**config.mk**
```make
export PLATFORM = sky130hd
export DESIGN_NAME = log2_latency_histogram
export DESIGN_NICKNAME = d
export VERILOG_FILES = /design/src/rtl/l2h_pkg.sv /design/src/rtl/l2h_ram.sv /design/src/rtl/l2h_outq.sv /design/src/rtl/log2_latency_histogram.sv
export SDC_FILE = /design/constraint.sdc
export NUM_CORES = 2
export LEC_CHECK = 0
export ABC_AREA = 0
export BUFFER_PORTS_ARGS = -buffer_cell sky130_fd_sc_hd__buf_4
export CAP_MARGIN = 0
export CORE_MARGIN = 5
export CORE_UTILIZATION = 32
export DETAILED_ROUTE_END_ITERATION = 8
export PLACE_DENSITY = 0.47
export SYNTH_ARGS = -nofsm -noshare
export SYNTH_HDL_FRONTEND = slang
export SYNTH_SLANG_ARGS = --single-unit
```
**constraint.sdc**
```tcl
create_clock -name i_clk -period 44.9 [get_ports i_clk]
set_clock_uncertainty 0.15 [all_clocks]
set_input_delay 0 -clock i_clk [delete_from_list [all_inputs] [get_ports i_clk]]
set_output_delay 0 -clock i_clk [all_outputs]
set_load 0.02 [all_outputs]
```
**src/rtl/l2h_pkg.sv**
```systemverilog
// Shared types, constants and helpers for the log2 latency histogram.
// No dependencies; imported by l2h_outq, the top module and the testbench.
package l2h_pkg;

    localparam int SAMPLE_BITS = 32;
    localparam int NBUCKETS    = SAMPLE_BITS + 1;
    localparam int IDX_W       = $clog2(NBUCKETS);
    localparam int IN_SMP_W    = 32;
    localparam int SEL_W       = 6;
    localparam int CNT_W       = 32;
    localparam int SUM_W       = 64;
    localparam int IN_DATA_W   = 40;

    localparam logic [IN_SMP_W-1:0] SMP_MASK =
        (SAMPLE_BITS >= IN_SMP_W) ? {IN_SMP_W{1'b1}}
                                  : IN_SMP_W'((64'd1 << SAMPLE_BITS) - 64'd1);

    localparam logic MODE_ADD  = 1'b0;
    localparam logic MODE_READ = 1'b1;

    typedef struct packed {
        logic [SUM_W-1:0] sum;
        logic [CNT_W-1:0] cnt;
    } t_entry;

    // first field of the output beat sits in the high bits
    typedef struct packed {
        logic [SUM_W-1:0] all_sum;
        logic [CNT_W-1:0] all_count;
        logic [SUM_W-1:0] bucket_sum;
        logic [CNT_W-1:0] bucket_count;
    } t_result;

    function automatic logic [IDX_W-1:0] f_bit_length(input logic [IN_SMP_W-1:0] v);
        logic [IDX_W-1:0] n;
        n = '0;
        for (int i = 0; i < IN_SMP_W; i++) begin
            if (v[i]) begin
                n = IDX_W'(i + 1);
            end
        end
        return n;
    endfunction

    function automatic logic [CNT_W-1:0] f_sat_inc(input logic [CNT_W-1:0] c);
        return (&c) ? c : c + CNT_W'(1);
    endfunction

    function automatic logic [SUM_W-1:0] f_sat_add(input logic [SUM_W-1:0] a,
                                                   input logic [IN_SMP_W-1:0] b);
        logic [SUM_W:0] s;
        s = {1'b0, a} + {{(SUM_W + 1 - IN_SMP_W){1'b0}}, b};
        return s[SUM_W] ? {SUM_W{1'b1}} : s[SUM_W-1:0];
    endfunction

endpackage

```
**src/rtl/l2h_ram.sv**
```systemverilog
// Generic single-port-write, single-port-read RAM with registered read data.
// No dependencies.
module l2h_ram #(
    parameter int WIDTH = 8,
    parameter int DEPTH = 16
) (
    input  logic                     i_clk,
    input  logic                     i_we,
    input  logic [$clog2(DEPTH)-1:0] i_waddr,
    input  logic [WIDTH-1:0]         i_wdata,
    input  logic                     i_re,
    input  logic [$clog2(DEPTH)-1:0] i_raddr,
    output logic [WIDTH-1:0]         o_rdata
);

    logic [WIDTH-1:0] r_mem [DEPTH];
    logic [WIDTH-1:0] r_rdata;

    always_ff @(posedge i_clk) begin
        if (i_we) begin
            r_mem[i_waddr] <= i_wdata;
        end
        if (i_re) begin
            r_rdata <= r_mem[i_raddr];
        end
    end

    assign o_rdata = r_rdata;

endmodule

```
**src/rtl/l2h_outq.sv**
```systemverilog
// Two-entry result queue in front of the master stream port.
// Depends on l2h_pkg for the result beat type.
module l2h_outq (
    input  logic             i_clk,
    input  logic             i_rst_n,
    input  logic             i_push,
    input  l2h_pkg::t_result i_data,
    input  logic             i_pop,
    output l2h_pkg::t_result o_head,
    output logic             o_valid,
    output logic [1:0]       o_count
);
    import l2h_pkg::*;

    t_result    r_q0;
    t_result    r_q1;
    logic [1:0] r_cnt;
    logic [1:0] n_cnt;

    always_comb begin
        n_cnt = r_cnt;
        unique case ({i_push, i_pop})
            2'b10:   n_cnt = r_cnt + 2'd1;
            2'b01:   n_cnt = r_cnt - 2'd1;
            default: n_cnt = r_cnt;
        endcase
    end

    always_ff @(posedge i_clk) begin
        if (!i_rst_n) begin
            r_cnt <= '0;
        end else begin
            r_cnt <= n_cnt;
        end
    end

    // payload: head is always r_q0
    always_ff @(posedge i_clk) begin
        if (i_pop) begin
            r_q0 <= (i_push && r_cnt == 2'd1) ? i_data : r_q1;
            if (i_push && r_cnt == 2'd2) begin
                r_q1 <= i_data;
            end
        end else if (i_push) begin
            if (r_cnt == 2'd0) begin
                r_q0 <= i_data;
            end else begin
                r_q1 <= i_data;
            end
        end
    end

    assign o_head  = r_q0;
    assign o_valid = (r_cnt != 2'd0);
    assign o_count = r_cnt;

    a_cnt_max: assert property (@(posedge i_clk) disable iff (!i_rst_n)
        r_cnt != 2'd3)
        else $error("result queue count out of range");

    a_no_overflow: assert property (@(posedge i_clk) disable iff (!i_rst_n)
        (i_push && r_cnt == 2'd2) |-> i_pop)
        else $error("push into full result queue");

    a_no_underflow: assert property (@(posedge i_clk) disable iff (!i_rst_n)
        i_pop |-> (r_cnt != 2'd0))
        else $error("pop from empty result queue");

endmodule

```
**src/rtl/log2_latency_histogram.sv**
```systemverilog
// Latency histogram top: index stage, bucket RAM read-modify-write, totals.
// Depends on l2h_pkg, l2h_ram and l2h_outq.
// Throughput: one beat per cycle; registered bucket read plus forwarding of the previous
//   cycle's write; input stalls only while the result queue is backed up.
// A read beat passes the RAM stage registers and then the result queue to the master port.
// Reset (sync, active low) clears totals, 33 valid bits and the result queue.
module log2_latency_histogram (
    input  logic                          i_clk,
    input  logic                          i_rst_n,
    input  logic                          i_s_tvalid,
    output logic                          o_s_tready,
    input  logic [l2h_pkg::IN_DATA_W-1:0] i_s_tdata,  // sample[31:0], bucket_sel[37:32], pad
    input  logic                          i_s_tuser,  // mode
    output logic                          o_m_tvalid,
    input  logic                          i_m_tready,
    output logic [$bits(l2h_pkg::t_result)-1:0] o_m_tdata
    // o_m_tdata: bucket_count[31:0], bucket_sum[95:32], all_count[127:96], all_sum[191:128]
);
    import l2h_pkg::*;

    // index stage
    logic                accept;
    logic [IN_SMP_W-1:0] w_sample;
    logic [SEL_W-1:0]    w_sel;
    logic [IDX_W-1:0]    w_idx;
    logic                w_inrange;

    // RAM stage
    logic                r_s1_valid;
    logic                r_s1_mode;
    logic [IN_SMP_W-1:0] r_s1_sample;
    logic [IDX_W-1:0]    r_s1_idx;
    logic                r_s1_inrange;
    logic [NBUCKETS-1:0] r_vld;
    logic [NBUCKETS-1:0] n_vld;
    logic                r_w_valid;
    logic [IDX_W-1:0]    r_w_idx;
    t_entry              r_w_data;
    logic [CNT_W-1:0]    r_all_count;
    logic [SUM_W-1:0]    r_all_sum;

    t_entry     ram_rdata;
    t_entry     cur;
    t_entry     upd;
    logic       we;
    logic       push;
    logic       pop;
    t_result    res;
    t_result    q_head;
    logic       q_valid;
    logic [1:0] q_cnt;
    logic [2:0] pend;

    assign accept   = i_s_tvalid && o_s_tready;
    assign w_sample = i_s_tdata[IN_SMP_W-1:0] & SMP_MASK;
    assign w_sel    = i_s_tdata[IN_SMP_W+SEL_W-1:IN_SMP_W];

    always_comb begin
        if (i_s_tuser == MODE_ADD) begin
            w_idx     = f_bit_length(w_sample);
            w_inrange = 1'b1;
        end else begin
            w_inrange = ({26'd0, w_sel} < NBUCKETS);
            w_idx     = w_inrange ? w_sel[IDX_W-1:0] : '0;
        end
    end

    l2h_ram #(
        .WIDTH ($bits(t_entry)),
        .DEPTH (NBUCKETS)
    ) u_ram (
        .i_clk   (i_clk),
        .i_we    (we),
        .i_waddr (r_s1_idx),
        .i_wdata (upd),
        .i_re    (accept),
        .i_raddr (w_idx),
        .o_rdata (ram_rdata)
    );

    // last cycle's write is not yet visible in the registered read data
    always_comb begin
        if (!r_s1_inrange) begin
            cur = '0;
        end else if (r_w_valid && r_w_idx == r_s1_idx) begin
            cur = r_w_data;
        end else if (r_vld[r_s1_idx]) begin
            cur = ram_rdata;
        end else begin
            cur = '0;
        end
    end

    assign upd.cnt = f_sat_inc(cur.cnt);
    assign upd.sum = f_sat_add(cur.sum, r_s1_sample);
    assign we      = r_s1_valid && (r_s1_mode == MODE_ADD);
    assign push    = r_s1_valid && (r_s1_mode == MODE_READ);

    always_comb begin
        n_vld = r_vld;
        if (we) begin
            n_vld[r_s1_idx] = 1'b1;
        end
    end

    assign res.bucket_count = cur.cnt;
    assign res.bucket_sum   = cur.sum;
    assign res.all_count    = r_all_count;
    assign res.all_sum      = r_all_sum;

    always_ff @(posedge i_clk) begin
        if (!i_rst_n) begin
            r_s1_valid  <= 1'b0;
            r_w_valid   <= 1'b0;
            r_vld       <= '0;
            r_all_count <= '0;
            r_all_sum   <= '0;
        end else begin
            r_s1_valid <= accept;
            r_w_valid  <= we;
            r_vld      <= n_vld;
            if (we) begin
                r_all_count <= f_sat_inc(r_all_count);
                r_all_sum   <= f_sat_add(r_all_sum, r_s1_sample);
            end
        end
    end

    always_ff @(posedge i_clk) begin
        if (accept) begin
            r_s1_mode    <= i_s_tuser;
            r_s1_sample  <= w_sample;
            r_s1_idx     <= w_idx;
            r_s1_inrange <= w_inrange;
        end
        r_w_idx  <= r_s1_idx;
        r_w_data <= upd;
    end

    l2h_outq u_outq (
        .i_clk   (i_clk),
        .i_rst_n (i_rst_n),
        .i_push  (push),
        .i_data  (res),
        .i_pop   (pop),
        .o_head  (q_head),
        .o_valid (q_valid),
        .o_count (q_cnt)
    );

    // queue entries owed after this edge must leave room for the next read
    assign pop        = q_valid && i_m_tready;
    assign pend       = {1'b0, q_cnt} + {2'b0, push};
    assign o_s_tready = pend < (3'd2 + {2'b0, pop});
    assign o_m_tvalid = q_valid;
    assign o_m_tdata  = q_head;

    a_fwd_window: assert property (@(posedge i_clk) disable iff (!i_rst_n)
        we |=> (r_w_valid && r_w_idx == $past(r_s1_idx)))
        else $error("forwarding register lost the last write");

    a_add_inrange: assert property (@(posedge i_clk) disable iff (!i_rst_n)
        we |-> r_s1_inrange)
        else $error("add beat with bucket outside the table");

    a_read_shows: assert property (@(posedge i_clk) disable iff (!i_rst_n)
        push |=> o_m_tvalid)
        else $error("read beat did not reach the master port");

    a_written_valid: assert property (@(posedge i_clk) disable iff (!i_rst_n)
        we |=> r_vld[$past(r_s1_idx)])
        else $error("written bucket not marked valid");

endmodule

```
==> impl_metrics.toml <==
[floorplanning]
num_rows = 255
die_area_um2 = 499000
die_y_um = 706
die_width_um = 706
io_pins = 239
initial_utilization_pct = 32.1
core_area_um2 = 483000

[power]
p_leak_nw = 61.2
p_sw_share_pct = 26.8
vdd_ir_drop_max_mv = 0.0679
p_per_area_nw_per_um2 = 51.0
pwr-share-clk_pct = 38.1
combPwrFrac_pct = 13.5
p_seq_share_pct = 48.4
power_switching_mw = 2.47
intPower_mw = 6.75
power_mw = 9.21

[timing]
rsz0062_at_grt = "no"
fmax_ghz = 0.0980
tns_ns = 0
hold_viol_final = 0
final-max-slew-violation-count = 0
max-slew-margin-rel_pct = 5.87
finalCritPeriodShare_pct = 22.7
finalWorstSetupSlack_ns = 34.70
hold_ws_ns = 0.150
setup_viol = 0
tightest_slew_ns = 1.40
period_needed_ns = 10.20

[worst_setup_path]
critical_path_required_ns = 45.38
r2r_setup_slack_ns = 34.70
cp-start-kind = "flip-flop"
slowest_stage = "nand2b_1"
critPathMostFrequentCell = "buf_4"
cp-end-kind = "flip-flop"
critPathMaxStageDelay_ns = 1.05
cp_cell_sequence = "mux4_2, nor2b_1, a211oi_1, o21ba_2, nand2_2, buf_4, and3_1, a21oi_1, nor2_1, ha_1, nand2_1, nor3_1, nand4_1, o211ai_1, o21ai_0, buf_4, a221oi_2, nand2_1, nor4_1, nand2_4, buf_4, nand2b_1"
arrival_ns = 10.68
path_max_fanout = 39
worstSetupPathType = "flip-flop to flip-flop"

[drt]
detail_route.wl_per_cell_um = 28.8
drc_errors = 0
dr.pass1.iters = 6
via_per_inst = 5.33
ant_nets = 0
drtIter0Drc = 10600
via_count = 92300
drt_wl_total_mm = 498

[min_path]
hold_path_class = "primary input to flip-flop"

[cts]
cts_tree = "yes"
h-tree-depth = 5
cts_buffers = 423
clk_latency_ns = 1.02
clock-sinks = 3923
root_buffer = "clkbuf_16"
clk_pin_slew_ns = 0.06
post_cts_buffers = 0
clockBufferDepth = 4

[layout]
drive_gt1_share_pct = 13.6
areaGrowthSynthToFinish_pct = 16.5
nets = 10600
final_cell_mix = "edfxtp_1 (3688), nand2_1 (1636), mux2i_1 (870), buf_4 (483), nor2_1 (450)"
final_common_cell = "edfxtp_1"

[logic_synthesis]
netlist_area_um2 = 155000
synthSimpleGateAreaFrac_pct = 8.20
yosysSeqAreaShare_pct = 74.4
synth-edff-count = 3688
avgSynthCellArea_um2 = 15.4
synth_compound_area_share_pct = 5.74
synth_flop_cell = "edfxtp_1"
syn_nets = 10200
synth_top_area_share_pct = 71.4
async_flop_share_pct = 0
ys_types = 94
syn_inst = 10000
ys_warn_count = 0
ys_ff_latch = 3923
synthXorXnorAreaFrac_pct = 0.881
synth_mux_area_share_pct = 8.47
synth_top_family_by_area = "multiplexers"
yosysTopAreaCell = "edfxtp_1"
synth_area_leaders = "edfxtp_1 (71%), mux2i_1 (5.6%), nand2_1 (4.0%)"
synth_fa_ha_area_share_pct = 0.615

[global_route]
grt-ovfl-total = 0
grt_max_degree = 144
antenna_found_initial = 24
grt_usage_pct = 19.3
grt_pass1_vias = 90400
grt_pass1_wl_mm = 695

[run]
maxCapViolations = 0

[placement]
gp_congestion = 0.814
dp_slack_ns = 34.78
dpl.hpwl_mm = 267
port-buffer-count = 236

[run_status]
outcome = "finished, final reports clean"
## cells in the mapped netlist, drive strengths merged (133+ instances only)
cell    count
o21ai     133
edfxtp   3688
mux2i     873
nor2      489
nand3     208
clkbuf    396
nand2    1643
a31oi     217
mux4      188
a21oi     178
and3      262
buf       166
dfxtp     235
## metrics by stage
stage | area (µm²) | std cells | utilization [%]
floorplan | 155000 | 10000 | -
global placement | 166000 | 16400 | 34.3
detailed placement | 166000 | 16400 | 34.3
CTS | 180000 | 17300 | 37.4
global route | 181000 | 17300 | 37.4
finish | 181000 | 17300 | 37.4
## what timing repair did
item	CTS	global route
endpoints found under the setup margin	0	0
hold buffers	83	0
gates resized for setup	0	0
endpoints found under the hold margin	401	0
## power by group through the flow
stage,registers [mW],logic (mW),clock network (mW)
floorplan,4.62,0.624,0
global placement,4.53,1.23,0
detailed placement,4.53,1.25,0
CTS,4.46,1.26,3.58
global route,4.47,1.34,3.73
finish,4.46,1.25,3.51
## worst paths after layout
check	cells after the start	endpoint	startpoint
min reg2reg	2	r_vld[0]	r_vld[0]
min	3	r_s1_sample[4]	i_s_tdata[4]
max	22	u_ram.r_mem[26][32]	r_s1_idx[1]
max reg2reg	22	u_ram.r_mem[26][32]	r_s1_idx[1]
## layout make-up
cell class / instances / area (µm²)
timing repair buffer: 589 / 4900
antenna: 12 / 30.0
clock inverter: 257 / 2650
clock buffer: 541 / 11300
multi-input combinational: 5498 / 37900
fill: 45000 / 302000
tap: 6425 / 8040
inverter: 66 / 270
sequential: 3923 / 115000
## state kept, by name, summed over array words and instances (netlist names)
name and flops:
r_w_idx 6, r_all_count 32, r_w_valid 1, u_outq.o_head 192, r_s1_inrange 1, r_s1_valid 1, r_s1_mode 1, u_outq.o_count 2
u_outq.r_q1 192, r_w_data 96, r_vld 33, u_ram.r_mem 3168, u_ram.o_rdata 96, r_s1_sample 32, r_s1_idx 6, r_all_sum 64
## per-layer routing
metal	share of wire [%]	global-route usage [%]	wire, µm
met1	45	27.9	223000
met2	46	30.8	230000
met3	6.7	2.42	33200
met4	2.4	4.71	11700
met5	0.0054	0	27
## critical path: cells and delay by family, from the launching register on
| kind | cells | cell delay [ns] |
|---|---|---|
| AND/OR/NAND/NOR | 11 | 3.88 |
| multiplexers | 1 | 0.61 |
| buffers and inverters | 3 | 1.07 |
| flip-flops | 1 | 0.99 |
| adder cells (fa/ha/maj) | 1 | 0.40 |
| AO/OA/AOI/OAI | 6 | 2.41 |
## logic make-up (layout without fill, tap and decap cells)
group | Yosys count | count (layout)
DFF | 3923 | 3923
buffers and inverters | 628 | 1453
muxes | 1076 | 1076
adders and majority gates | 75 | 75
AOI/OAI and AO/OA | 1265 | 1265
other | 0 | 12
and+or+nand+nor | 2926 | 2926
xor gates and xnor gates | 156 | 156
No activity file was read; power rests on OpenSTA's default activity.
